**src/rtl/adlft_pkg.sv**
```systemverilog
// ----------------------------------------------------------------------------
// adlft_pkg
// Shared types and constants of the audio DMA length queue and playback timer.
// ----------------------------------------------------------------------------
package adlft_pkg;

  localparam int unsigned LEN_W         = 18;
  localparam int unsigned CFG_IDX_W     = 2;
  localparam int unsigned CFG_DATA_W    = 32;
  localparam int unsigned FRAC_BITS_DEF = 16;
  localparam int unsigned CLK_W         = 26;
  localparam int unsigned DAC_W         = 14;

  localparam logic [CLK_W-1:0] NTSC_CLOCK = 26'd48681812;
  localparam logic [CLK_W-1:0] PAL_CLOCK  = 26'd49656530;
  localparam logic [LEN_W-1:0] LEN_MASK   = 18'h3FFF8;
  localparam logic [LEN_W-1:0] FIELD_MAX  = 18'h3FFFF;

  typedef enum logic [1:0] {
    OP_WRITE = 2'd0,
    OP_READ  = 2'd1,
    OP_TICK  = 2'd2,
    OP_CLEAR = 2'd3
  } op_e;

  typedef enum logic [CFG_IDX_W-1:0] {
    CFG_DAC_RATE = 2'd0,
    CFG_BIT_RATE = 2'd1,
    CFG_PAL_MODE = 2'd2,
    CFG_VCPF     = 2'd3
  } cfg_idx_e;

  typedef struct packed {
    op_e              operation;
    logic [LEN_W-1:0] length;
  } item_t;

  typedef struct packed {
    logic [LEN_W-1:0] remaining_bytes;
    logic             dma_busy;
    logic             fifo_full;
    logic             overflow_error;
    logic             buffer_done;
    logic             interrupt_raise;
  } result_t;

endpackage

```
**src/rtl/adlft_front.sv**
```systemverilog
// ----------------------------------------------------------------------------
// adlft_front
// Command intake: takes items and holds them in a two-entry queue for the back.
// ----------------------------------------------------------------------------
module adlft_front (
  input  logic           clk_i,
  input  logic           rst_ni,
  input  logic           start,
  input  adlft_pkg::item_t item_i,
  output logic           busy,
  input  logic           pop_i,
  output logic           valid_o,
  output adlft_pkg::item_t item_o
);
  import adlft_pkg::*;

  item_t      slot_q [2];
  logic       wptr_q, rptr_q;
  logic [1:0] count_q;
  logic       push;

  assign busy    = (count_q == 2'd2);
  assign push    = start && !busy;
  assign valid_o = (count_q != 2'd0);
  assign item_o  = slot_q[rptr_q];

  // queue storage
  always_ff @(posedge clk_i) begin
    if (push) begin
      slot_q[wptr_q] <= item_i;
    end
  end

  // pointers and fill count
  always_ff @(posedge clk_i or negedge rst_ni) begin
    if (!rst_ni) begin
      wptr_q  <= 1'b0;
      rptr_q  <= 1'b0;
      count_q <= 2'd0;
    end else begin
      if (push) wptr_q <= ~wptr_q;
      if (pop_i) rptr_q <= ~rptr_q;
      count_q <= count_q + 2'(push) - 2'(pop_i);
    end
  end

endmodule

```
**src/rtl/adlft_div.sv**
```systemverilog
// ----------------------------------------------------------------------------
// adlft_div
// Restoring divider, one quotient bit per cycle; divisor is never zero.
// ----------------------------------------------------------------------------
module adlft_div #(
  parameter int unsigned NUM_W = 54,
  parameter int unsigned DEN_W = 48
) (
  input  logic             clk_i,
  input  logic             rst_ni,
  input  logic             start_i,
  input  logic [NUM_W-1:0] num_i,
  input  logic [DEN_W-1:0] den_i,
  output logic             done_o,
  output logic [NUM_W-1:0] quot_o
);

  localparam int unsigned CNT_W = $clog2(NUM_W + 1);

  logic             run_q;
  logic [CNT_W-1:0] cnt_q;
  logic [DEN_W-1:0] rem_q, den_q;
  logic [NUM_W-1:0] quo_q;
  logic             done_q;
  logic [DEN_W:0]   trial;
  logic [DEN_W:0]   diff;
  logic             take;

  // one restoring step
  assign trial = {rem_q, quo_q[NUM_W-1]};
  assign diff  = trial - {1'b0, den_q};
  assign take  = !diff[DEN_W];

  always_ff @(posedge clk_i or negedge rst_ni) begin
    if (!rst_ni) begin
      run_q  <= 1'b0;
      cnt_q  <= '0;
      done_q <= 1'b0;
    end else begin
      done_q <= 1'b0;
      if (start_i) begin
        run_q <= 1'b1;
        cnt_q <= CNT_W'(NUM_W);
      end else if (run_q) begin
        cnt_q <= cnt_q - 1'b1;
        if (cnt_q == CNT_W'(1)) begin
          run_q  <= 1'b0;
          done_q <= 1'b1;
        end
      end
    end
  end

  // datapath
  always_ff @(posedge clk_i) begin
    if (start_i) begin
      rem_q <= '0;
      den_q <= den_i;
      quo_q <= num_i;
    end else if (run_q) begin
      rem_q <= take ? diff[DEN_W-1:0] : trial[DEN_W-1:0];
      quo_q <= {quo_q[NUM_W-2:0], take};
    end
  end

  assign done_o = done_q;
  assign quot_o = quo_q;

endmodule

```
**src/rtl/adlft_back.sv**
```systemverilog
// ----------------------------------------------------------------------------
// adlft_back
// Executes queued items: length queue, timer, fixed-point scaling and divides.
// ----------------------------------------------------------------------------
module adlft_back #(
  parameter int unsigned FRACTION_BITS = adlft_pkg::FRAC_BITS_DEF
) (
  input  logic                                clk_i,
  input  logic                                rst_ni,
  input  logic                                cfg_we_i,
  input  logic [adlft_pkg::CFG_IDX_W-1:0]     cfg_idx_i,
  input  logic [adlft_pkg::CFG_DATA_W-1:0]    cfg_data_i,
  input  logic                                valid_i,
  input  adlft_pkg::item_t                    item_i,
  output logic                                pop_o,
  output logic                                result_valid_o,
  output adlft_pkg::result_t                  result_o
);
  import adlft_pkg::*;

  localparam int unsigned F     = FRACTION_BITS;
  localparam int unsigned CPB_W = 32 + F;
  localparam int unsigned NUM_W = 38 + F;

  typedef enum logic [10:0] {
    ST_IDLE      = 11'b00000000001,
    ST_FREQ      = 11'b00000000010,
    ST_CPB_MUL   = 11'b00000000100,
    ST_CPB_CHK   = 11'b00000001000,
    ST_CPB_DIV   = 11'b00000010000,
    ST_PLACE     = 11'b00000100000,
    ST_SCALE_MUL = 11'b00001000000,
    ST_SCALE_ADD = 11'b00010000000,
    ST_BRANCH    = 11'b00100000000,
    ST_READ_DIV  = 11'b01000000000,
    ST_OUT       = 11'b10000000000
  } state_e;

  state_e state_q;

  // configuration
  logic [DAC_W-1:0] dac_q;
  logic [3:0]       br_q;
  logic             pal_q, clk_sel_q, freq_pend_q;
  logic [31:0]      vcpf_q;

  // block state
  logic [LEN_W-1:0] q0_q, q1_q, last_len_q;
  logic             busy_q, full_q;
  logic [31:0]      elapsed_q, dur_q, cached_q;
  logic [CPB_W-1:0] cpb_q;
  logic [CLK_W-1:0] freq_q;

  // working registers
  op_e              op_q;
  logic [LEN_W-1:0] len_q, slen_q;
  logic [37:0]      num_q;
  logic [28:0]      den_q;
  logic [49:0]      pint_q;
  logic [F+LEN_W-1:0] pfrac_q;
  logic [31:0]      dcalc_q;
  logic [LEN_W-1:0] rem_q;
  logic             ovf_q, done_q, irq_q;
  logic             res_valid_q;
  result_t          res_q;

  // divider hookup
  logic             div_start, div_done;
  logic [NUM_W-1:0] div_num, div_quot;
  logic [CPB_W-1:0] div_den;
  logic [31:0]      rc;
  logic [50:0]      psum;
  logic [31:0]      elapsed_n;
  logic [LEN_W-1:0] len_m;

  assign rc        = dcalc_q - elapsed_q;
  assign psum      = 51'(pint_q) + 51'(pfrac_q >> F);
  assign elapsed_n = elapsed_q + 32'd1;
  assign len_m     = len_q & LEN_MASK;
  assign pop_o     = (state_q == ST_IDLE) && !freq_pend_q && valid_i;

  // divider launch and operand select
  always_comb begin
    div_start = 1'b0;
    div_num   = NUM_W'({rc, {F{1'b0}}});
    div_den   = cpb_q;
    if (state_q == ST_IDLE) begin
      div_start = freq_pend_q;
      div_num   = NUM_W'(clk_sel_q ? PAL_CLOCK : NTSC_CLOCK);
      div_den   = CPB_W'({1'b0, dac_q} + 15'd1);
    end else if (state_q == ST_CPB_CHK) begin
      div_start = (den_q != '0);
      div_num   = {num_q, {F{1'b0}}};
      div_den   = CPB_W'(den_q);
    end else if (state_q == ST_BRANCH) begin
      div_start = (op_q == OP_READ) && (cpb_q != '0);
    end
  end

  adlft_div #(
    .NUM_W (NUM_W),
    .DEN_W (CPB_W)
  ) u_div (
    .clk_i   (clk_i),
    .rst_ni  (rst_ni),
    .start_i (div_start),
    .num_i   (div_num),
    .den_i   (div_den),
    .done_o  (div_done),
    .quot_o  (div_quot)
  );

  // configuration registers
  always_ff @(posedge clk_i or negedge rst_ni) begin
    if (!rst_ni) begin
      dac_q       <= '0;
      br_q        <= '0;
      pal_q       <= 1'b0;
      clk_sel_q   <= 1'b0;
      vcpf_q      <= '0;
      freq_pend_q <= 1'b0;
    end else begin
      if (state_q == ST_IDLE && freq_pend_q) freq_pend_q <= 1'b0;
      if (cfg_we_i) begin
        unique case (cfg_idx_i)
          CFG_DAC_RATE: begin
            dac_q       <= cfg_data_i[DAC_W-1:0];
            clk_sel_q   <= pal_q;
            freq_pend_q <= 1'b1;
          end
          CFG_BIT_RATE: br_q   <= cfg_data_i[3:0];
          CFG_PAL_MODE: pal_q  <= cfg_data_i[0];
          CFG_VCPF:     vcpf_q <= cfg_data_i[31:0];
          default:      ;
        endcase
      end
    end
  end

  // main sequencer
  always_ff @(posedge clk_i or negedge rst_ni) begin
    if (!rst_ni) begin
      state_q     <= ST_IDLE;
      q0_q        <= '0;
      q1_q        <= '0;
      last_len_q  <= '0;
      busy_q      <= 1'b0;
      full_q      <= 1'b0;
      elapsed_q   <= '0;
      dur_q       <= '0;
      cached_q    <= '0;
      cpb_q       <= '0;
      freq_q      <= '0;
      res_valid_q <= 1'b0;
    end else begin
      res_valid_q <= 1'b0;
      unique case (state_q)
        ST_IDLE: begin
          if (freq_pend_q) begin
            state_q <= ST_FREQ;
          end else if (valid_i) begin
            op_q  <= item_i.operation;
            len_q <= item_i.length;
            rem_q <= '0;
            ovf_q <= 1'b0;
            done_q <= 1'b0;
            irq_q <= 1'b0;
            state_q <= ST_OUT;
            unique case (item_i.operation)
              OP_WRITE: begin
                last_len_q <= item_i.length;
                if (item_i.length != '0) begin
                  if (cached_q != vcpf_q) begin
                    cached_q <= vcpf_q;
                    state_q  <= ST_CPB_MUL;
                  end else begin
                    state_q <= ST_PLACE;
                  end
                end
              end
              OP_READ: begin
                if (q0_q != '0) begin
                  slen_q  <= q0_q;
                  state_q <= ST_SCALE_MUL;
                end
              end
              OP_TICK: begin
                elapsed_q <= elapsed_n;
                if (dur_q != '0 && elapsed_n >= dur_q) begin
                  done_q <= 1'b1;
                  q0_q   <= q1_q;
                  q1_q   <= '0;
                  full_q <= 1'b0;
                  if (q1_q != '0) begin
                    busy_q  <= 1'b1;
                    slen_q  <= q1_q;
                    state_q <= ST_SCALE_MUL;
                  end else begin
                    busy_q <= 1'b0;
                    dur_q  <= '0;
                  end
                end
              end
              OP_CLEAR: begin
                cached_q <= '0;
                q0_q     <= '0;
                q1_q     <= '0;
                busy_q   <= 1'b0;
                full_q   <= 1'b0;
                dur_q    <= '0;
                if (last_len_q != '0) begin
                  elapsed_q <= '0;
                  irq_q     <= 1'b1;
                end
              end
              default: ;
            endcase
          end
        end
        ST_FREQ: begin
          if (div_done) begin
            freq_q  <= div_quot[CLK_W-1:0];
            state_q <= ST_IDLE;
          end
        end
        ST_CPB_MUL: begin
          num_q   <= {6'd0, vcpf_q} * (pal_q ? 38'd50 : 38'd60);
          den_q   <= 29'(freq_q) * 29'((5'(br_q) + 5'd1) >> 2);
          state_q <= ST_CPB_CHK;
        end
        ST_CPB_CHK: begin
          if (den_q == '0) begin
            cpb_q   <= '1;
            state_q <= ST_PLACE;
          end else begin
            state_q <= ST_CPB_DIV;
          end
        end
        ST_CPB_DIV: begin
          if (div_done) begin
            cpb_q   <= (div_quot[NUM_W-1:CPB_W] != '0) ? '1 : div_quot[CPB_W-1:0];
            state_q <= ST_PLACE;
          end
        end
        ST_PLACE: begin
          state_q <= ST_OUT;
          if (q0_q == '0) begin
            q0_q    <= len_m;
            busy_q  <= 1'b1;
            slen_q  <= len_m;
            state_q <= ST_SCALE_MUL;
          end else if (q1_q == '0) begin
            q1_q   <= len_m;
            full_q <= 1'b1;
          end else begin
            full_q <= 1'b1;
            ovf_q  <= 1'b1;
          end
        end
        ST_SCALE_MUL: begin
          pint_q  <= 50'(cpb_q[CPB_W-1:F]) * 50'(slen_q);
          pfrac_q <= (F+LEN_W)'(cpb_q[F-1:0]) * (F+LEN_W)'(slen_q);
          state_q <= ST_SCALE_ADD;
        end
        ST_SCALE_ADD: begin
          dcalc_q <= (psum[50:32] != '0) ? 32'hFFFF_FFFF : psum[31:0];
          state_q <= ST_BRANCH;
        end
        ST_BRANCH: begin
          state_q <= ST_OUT;
          if (op_q == OP_READ) begin
            if (cpb_q == '0) begin
              rem_q <= FIELD_MAX;
            end else begin
              state_q <= ST_READ_DIV;
            end
          end else begin
            dur_q     <= dcalc_q;
            elapsed_q <= '0;
          end
        end
        ST_READ_DIV: begin
          if (div_done) begin
            rem_q   <= (div_quot[NUM_W-1:LEN_W] != '0) ? FIELD_MAX : div_quot[LEN_W-1:0];
            state_q <= ST_OUT;
          end
        end
        ST_OUT: begin
          res_valid_q <= 1'b1;
          res_q       <= '{remaining_bytes: rem_q, dma_busy: busy_q, fifo_full: full_q,
                           overflow_error: ovf_q, buffer_done: done_q,
                           interrupt_raise: irq_q};
          state_q     <= ST_IDLE;
        end
        default: state_q <= ST_IDLE;
      endcase
    end
  end

  assign result_valid_o = res_valid_q;
  assign result_o       = res_q;

endmodule

```
**src/rtl/audio_dma_length_fifo_timer_unit.sv**
```systemverilog
// ----------------------------------------------------------------------------
// audio_dma_length_fifo_timer_unit
// Audio DMA length queue with playback timer and bytes-remaining readout.
//
//   channel  | signals                                  | transfer when
//   ---------+------------------------------------------+----------------------
//   command  | start, busy, item_i                      | start && !busy
//   result   | result_valid_o, result_o                 | result_valid_o
//   config   | cfg_we_i, cfg_idx_i, cfg_data_i          | cfg_we_i
//
// Ticks, clears and plain writes need no divide; a read of a busy buffer and a
// write that refreshes counts per byte each add one pass of the shared
// bit-serial divider, which yields 38 + FRACTION_BITS quotient bits per pass.
// A dac_rate write runs the same divider once before the next item starts.
// Two commands can wait in the intake queue; busy is high while it is full.
// Reset is asynchronous and leaves the queue empty and the control state cleared.
// The result is shown for one cycle and cannot be held off.
// ----------------------------------------------------------------------------
module audio_dma_length_fifo_timer_unit #(
  parameter int unsigned FRACTION_BITS = adlft_pkg::FRAC_BITS_DEF
) (
  input  logic                             clk_i,
  input  logic                             rst_ni,
  input  logic                             start,
  output logic                             busy,
  input  adlft_pkg::item_t                 item_i,
  output logic                             result_valid_o,
  output adlft_pkg::result_t               result_o,
  input  logic                             cfg_we_i,
  input  logic [adlft_pkg::CFG_IDX_W-1:0]  cfg_idx_i,
  input  logic [adlft_pkg::CFG_DATA_W-1:0] cfg_data_i
);
  import adlft_pkg::*;

  logic  q_valid, q_pop;
  item_t q_item;

  // command intake
  adlft_front u_front (
    .clk_i   (clk_i),
    .rst_ni  (rst_ni),
    .start   (start),
    .item_i  (item_i),
    .busy    (busy),
    .pop_i   (q_pop),
    .valid_o (q_valid),
    .item_o  (q_item)
  );

  // execution
  adlft_back #(
    .FRACTION_BITS (FRACTION_BITS)
  ) u_back (
    .clk_i          (clk_i),
    .rst_ni         (rst_ni),
    .cfg_we_i       (cfg_we_i),
    .cfg_idx_i      (cfg_idx_i),
    .cfg_data_i     (cfg_data_i),
    .valid_i        (q_valid),
    .item_i         (q_item),
    .pop_o          (q_pop),
    .result_valid_o (result_valid_o),
    .result_o       (result_o)
  );

endmodule
```
**config.mk**
```make
export PLATFORM = sky130hd
export DESIGN_NAME = audio_dma_length_fifo_timer_unit
export DESIGN_NICKNAME = d
export VERILOG_FILES = /design/src/rtl/adlft_pkg.sv /design/src/rtl/adlft_front.sv /design/src/rtl/adlft_div.sv /design/src/rtl/adlft_back.sv /design/src/rtl/audio_dma_length_fifo_timer_unit.sv
export SDC_FILE = /design/constraint.sdc
export NUM_CORES = 2
export LEC_CHECK = 0
export BUFFER_PORTS_ARGS = -buffer_cell sky130_fd_sc_hd__buf_2
export CAP_MARGIN = 20
export CELL_PAD_IN_SITES_DETAIL_PLACEMENT = 1
export CELL_PAD_IN_SITES_GLOBAL_PLACEMENT = 1
export CORE_MARGIN = 2
export CORE_UTILIZATION = 47
export DETAILED_ROUTE_END_ITERATION = 8
export PLACE_DENSITY_LB_ADDON = 0.3
export SYNTH_ARGS = -nofsm -noshare
export SYNTH_HDL_FRONTEND = slang
export SYNTH_SLANG_ARGS = --single-unit
```
**constraint.sdc**
```tcl
create_clock -name clk_i -period 6.66 [get_ports clk_i]
set_clock_uncertainty 0.05 [all_clocks]
set_input_delay 1.332 -clock clk_i [delete_from_list [all_inputs] [get_ports clk_i]]
set_output_delay 1.332 -clock clk_i [all_outputs]
set_load 0.05 [all_outputs]
```
# Word-level counts from Yosys, hierarchy flattened

Memory sizes are Yosys's and may differ from the RTL's.
Cells that the tools add are included.

Bits in writable memories: 40
Register bits: 718
Bits of input ports: 58
Logic and storage cells: 270
Memories kept: 1
Output and inout bits: 25

Multiply operators: 4
$add $sub $neg: 9
Reductions and logical operators: 54
Magnitude comparators: 1
Bitwise operators: 3
Equal/unequal tests: 44
Muxes and demuxes: 109

Memory list:

| name           | depth | width | read ports | clocked after Yosys merged registers in | write ports | line              | source |
|---|---|---|---|---|---|---|---|
| u_front.slot_q | 2     | 20    | 1          | 0                                       | 1           | adlft_front.sv:17 | `item_t slot_q [2];` |

Operators with widths:

| cell                                                            | count |
|---|---|
| 18-bit 2-to-1 mux                                               | 20 |
| 32-bit 2-to-1 mux                                               | 11 |
| 32-bit one-hot mux with 2 select lines                          | 5 |
| 48-bit 2-to-1 mux                                               | 6 |
| 54-bit 2-to-1 mux                                               | 4 |
| 18-bit one-hot mux with 2 select lines                          | 6 |
| 11-bit 2-to-1 mux                                               | 12 |
| 11-bit one-hot mux with 10 select lines                         | 1 |
| 48-bit one-hot mux with 2 select lines                          | 1 |
| 18-bit nonzero test                                             | 4 |
| 18-bit one-hot mux with 3 select lines                          | 1 |
| 50-bit by 18-bit adder with 51-bit output                       | 1 |
| 32-bit by 18-bit multiplier with 50-bit output                  | 1 |
| 49-bit by 48-bit subtractor with 49-bit output                  | 1 |
| 48-bit logical NOT                                              | 1 |
| 48-bit nonzero test                                             | 1 |
| 32-bit by 38-bit multiplier with 38-bit output                  | 1 |
| 18-bit logical NOT                                              | 2 |
| 36-bit nonzero test                                             | 1 |
| 16-bit by 18-bit multiplier with 34-bit output                  | 1 |
| 11-bit one-hot mux with 3 select lines                          | 1 |
| 32-bit by 1-bit adder with 32-bit output, second input constant | 1 |
| 32-bit greater-or-equal comparator                              | 1 |
| 32-bit inequality test                                          | 1 |
| 47 further kinds                                                | 139 |

# Depth between registers and ports, before layout

Word-level depth: 8
Mapped depth: 26
Mapped depth without buffers: 24

# Modules after synthesis

A second synthesis with hierarchy kept.

Cell total of the unflattened synthesis: 6754
Area, all modules: 65804.4 µm²

By module, submodules not included:

| module      | cells an instance | area each (µm²) | times used | seq. area each (µm²) |
|---|---|---|---|---|
| adlft_back  | 5788              | 54986.5         | 1          | 14310.0 |
| adlft_div   | 887               | 9103.7          | 1          | 4224.1 |
| adlft_front | 79                | 1714.1          | 1          | 1301.2 |

# Least setup slack after synthesis

OpenSTA, ideal clock, no wires.

Kind: flip-flop to flip-flop
Start point: register u_back.slen_q[12]
End point: register u_back.pint_q[48] (data pin)
Data arrival time: 6496 ps
Stages on the path, launching flop included: 24
Path slack: -154 ps
Library setup time: 269 ps
Data required time: 6341 ps
Clock period less this slack: 6814 ps
Path buffers: 2
Path through: edfxtp_1 > clkbuf_1 > clkbuf_1 > nand2_1 > fa_1 > inv_1 > fa_1 > fa_1 > fa_1 > fa_1 > inv_1 > fa_1 > inv_1 > ha_1 > a21oi_1 > o21ai_0 > a2111oi_0 > nand4_1 > a21oi_1 > o21ai_1 > o31ai_1 > o21ba_2 > o31ai_1 > xor2_1

Longest elaborated chain between the ends: 1

Ends and longest elaborated chain:

| item                                           | line              | source |
|---|---|---|
| start: declaration                             | adlft_back.sv:56  | `logic [LEN_W-1:0] len_q, slen_q;` |
| start signal: assignment                       | adlft_back.sv:183 | `slen_q <= q0_q;` |
| start signal: assignment                       | adlft_back.sv:196 | `slen_q <= q1_q;` |
| start signal: assignment                       | adlft_back.sv:250 | `slen_q <= len_m;` |
| 32-bit by 18-bit multiplier with 50-bit output | adlft_back.sv:261 | `pint_q <= 50'(cpb_q[CPB_W-1:F]) * 50'(slen_q);` |
| end signal: assignment                         | adlft_back.sv:261 |  |
| end: declaration                               | adlft_back.sv:59  | `logic [49:0] pint_q;` |

No other way between the ends.
A chain may end at the register's enable or synchronous reset.

# Worst setup path after layout

Start point: register u_back.slen_q[9]
End point: register u_back.pfrac_q[19] (data pin)

Longest elaborated chain between the ends: 1

Ends and longest elaborated chain:

| item                                           | line              | source |
|---|---|---|
| 16-bit by 18-bit multiplier with 34-bit output | adlft_back.sv:262 | `pfrac_q <= (F+LEN_W)'(cpb_q[F-1:0]) * (F+LEN_W)'(slen_q);` |
| end signal: assignment                         | adlft_back.sv:262 |  |
| end: declaration                               | adlft_back.sv:60  | `logic [F+LEN_W-1:0] pfrac_q;` |

No other way between the ends.

==> impl_metrics.toml <==
[power]
cellInternalPower_w = 0.0146
power_leakage_nw = 35.0
p_switching_w = 0.0117
comb_power_share_pct = 54.2
power_density_mw_per_mm2 = 351
vdd.ir_drop.worst_uv = 431
power_w = 0.0263
sw_share_pct = 44.4
clkPwrFrac_pct = 18.7
power.share.sequential_pct = 27.1

[worst_setup_path]
r2r_end = "u_back.pfrac_q[19]$_DFFE_PP_"
worstRegToRegCells = 30
worstSetupEndpointType = "flop"
rr_startpoint = "u_back.slen_q[9]$_DFFE_PP_"
crit_path_frequent_cell = "buf_4"
cp_max_fo = 7
worst_path_max_delay_cell = "fa_1"
crit_path_start_kind = "flop"
critPathRequiredTime_ns = 7.07
worstPathArrival_ns = 7.24
criticalPathCategory = "flop to flop"
critical_path.max_stage_delay_ns = 0.60
setup.reg_to_reg.worst_slack_ns = -0.18

[sta]
finalSetupViolations = 15
smallest_hold_slack_ns = 0.367
unrepaired_setup_endpoints_after_global_routing = "yes"
period_needed_ns = 6.84
finalHoldViolCount = 0
fmax_ghz = 0.146
max_slew_margin_pct = 26.5
max_slew.worst_pin.slew_ns = 1.10
drv_slew = 0
totalNegativeSetupSlack_ns = -1.02
layout_worst_path_cycle_share_pct = 103
final_critical_path_setup_slack_ns = -0.175

[placement]
post_detailed_placement_half_perimeter_wirelength_mm = 168
io_buffer_count = 82
routabilityCongestion = 0.933
pre_cts_ws_ns = -0.574

[synth]
synth_top_cells_by_count = "inv_1 (1032), nand2_1 (1006), fa_1 (686), ha_1 (451), edfxtp_1 (381)"
netlist-cell-type-count = 98
synth.most_common_cell = "inv_1"
dominantRegCellSynth = "edfxtp_1"
syn-instance-count = 7031
ys.warnings.count = 0
synth_area_leader_cell = "fa_1"
netlist_area_mm2 = 0.0659
register_bit_total_from_synthesis = 726
yosys.area.top_type_share_pct = 20.8
synth-seq-area-share_pct = 30.1
number_of_flops_mapped_to_enable_cells_by_yosys = 381
synth.avg_cell_area_um2 = 9.38
synth_area_leaders = "fa_1 (21%), edfxtp_1 (17%), dfrtp_1 (11%)"
postSynth.asyncResetShare_pct = 40.9

[floorplanning]
floorplan.initialDensity_pct = 47.3
design.die.area_mm2 = 0.143
die_height_um = 379
die-width_um = 379
core_area_mm2 = 0.139
io_pins = 83
floorplan.rows = 137

[global_routing]
grt_antenna_before_repair = 13
globalRouteOverflowTotal = 0
grt_pass1_vias = 57700
wire_length_of_the_first_global_routing_pass_mm = 338
global_route.usage.total_pct = 30.8
grt_max_degree = 79

[route]
drtPass1Iterations = 5
detail_route.wl_per_cell_um = 23.7
routed-via-count = 52800
route.detailed.drc = 0
drt_via_density = 5.70
drtIter0Drc = 3922
postRouteAntennaNets = 0
routed_wirelength_mm = 220

[cts]
cts_buffers = 86
cts.sink_count = 726
clk_latency_ns = 0.76
ctsRootBufferMaster = "clkbuf_16"
holdBufCountCts = 0
max-clock-path-buffers = 3
h-tree-depth = 3
clk_pin_slew_worst_paths_ns = 0.06
cts_tree = "yes"

[final_layout]
num-fill-cells = 15600
layout-drive-gt1-share_pct = 12.2
fin_nets = 8500
area_delta_synth_final_pct = 13.5
utilization_pct = 53.7

[min_path]
min_path_cells = 0
hold_path_end = "u_back.result_o[19]$_DFFE_PP_"
hold_wc_startpoint = "u_back.rem_q[14]$_SDFFCE_PP0P_"
hold_path.class = "flop to flop"

[run_status]
violated_checks = "setup timing"
run_status = "finished with violations"

[run]
cap_violations = 0
## layout make-up
cell class	count	area, um2	area share, %
diodes	4	10.0	0.0134
clock buffers	125	2440	3.26
clock inverters	37	487	0.650
inverters	1034	3880	5.18
multi-input cells	4971	41900	55.9
flip-flops and latches	726	19800	26.5
well taps	1876	2350	3.14
repair buffers	486	3980	5.31
## timing repair
item,CTS,global route
cloned,3,1
setup endpoints to repair,27,31
pin swaps,97,71
resized for setup,126,104
buffers inserted,44,30
## power by group through the flow
stage                     clock [W]  combinational [W]  sequential [W]
after detailed placement          0             0.0136         0.00719
after global routing        0.00515             0.0157         0.00720
after floorplan                   0            0.00970         0.00675
after CTS                   0.00498             0.0140         0.00712
after global placement            0             0.0130         0.00715
final                       0.00492             0.0142         0.00713
## state kept, by name (all words and copies together) (netlist names), 37 cells and up
signal	flops
u_back.num_q	37
u_back.u_div.quot_o	54
u_front.slot_q	40
u_back.u_div.den_q	48
u_back.pint_q	47
u_back.u_div.rem_q	48
u_back.cpb_q	48
## cells in the final DEF, fill, tap and decap left out, types with 102 or more instances in the layout
cell type	instances
inv_1	1005
nand2_1	998
fa_1	677
ha_1	427
edfxtp_1	381
nor2_1	346
buf_4	340
and2_1	316
o21ai_0	312
a21oi_1	309
dfrtp_1	289
xnor2_1	203
a21o_1	112
nor3_1	102
## stage by stage
| step | instances | area, um2 |
|---|---|---|
| 2_1_floorplan | 7057 | 66100 |
| 3_3_place_gp | 9022 | 70300 |
| 3_5_place_dp | 9023 | 70300 |
| 4_1_cts | 9229 | 74200 |
| 5_1_grt | 9255 | 74900 |
| 6_report | 9259 | 74900 |
## per-layer routing
metal | global-route usage, % | part of all wire, % | vias to the layer above
met1 | 39.2 | 40 | 27100
met4 | 13.9 | 5.3 | 16
met5 | 0 | 0.050 | -
met3 | 5.24 | 6.6 | 543
met2 | 51.3 | 48 | 1759
li1 | - | - | 23400
## critical path, delay by kind of cell (launching register included)
family / cells / cell delay [ns]
buffers and inverters: 16 / 1.94
adders and majority gates: 7 / 3.15
DFF: 1 / 0.45
and+or+nand+nor: 2 / 0.30
AOI/OAI and AO/OA: 4 / 0.51
xor gates and xnor gates: 1 / 0.16
## how the worst max path moves through the flow
| stage | from | to | slack [ns] | depth (start not counted) |
|---|---|---|---|---|
| final | u_back.slen_q[9]$_DFFE_PP_ | u_back.pfrac_q[19]$_DFFE_PP_ | -0.18 | 30 |
| after global routing | u_back.slen_q[8]$_DFFE_PP_ | u_back.pfrac_q[31]$_DFFE_PP_ | -0.33 | 27 |
| after CTS | u_back.slen_q[14]$_DFFE_PP_ | u_back.pint_q[46]$_DFFE_PP_ | 0.0001 | 26 |
| after detailed placement | u_back.slen_q[8]$_DFFE_PP_ | u_back.pint_q[46]$_DFFE_PP_ | -0.57 | 25 |
| after global placement | u_back.slen_q[7]$_DFFE_PP_ | u_back.pint_q[49]$_DFFE_PP_ | -0.48 | 26 |
| after floorplan | u_back.cpb_q[21]$_DFFE_PN0P_ | u_back.pint_q[48]$_DFFE_PP_ | 0.01 | 24 |
## cells by family (layout without fill, tap and decap cells)
logic type	Yosys count	after routing	synth area share, %
AND/OR/NAND/NOR	2248	2248	16.0
buffers and inverters	1360	1682	7.83
adder cells (fa/ha/maj)	1137	1137	29.4
AO/OA/AOI/OAI	1099	1099	10.1
flip-flops	726	726	30.1
XOR/XNOR	287	287	3.81
multiplexers	172	172	2.78
other	2	32	0.0114
No activity file was read; power rests on OpenSTA's default activity.
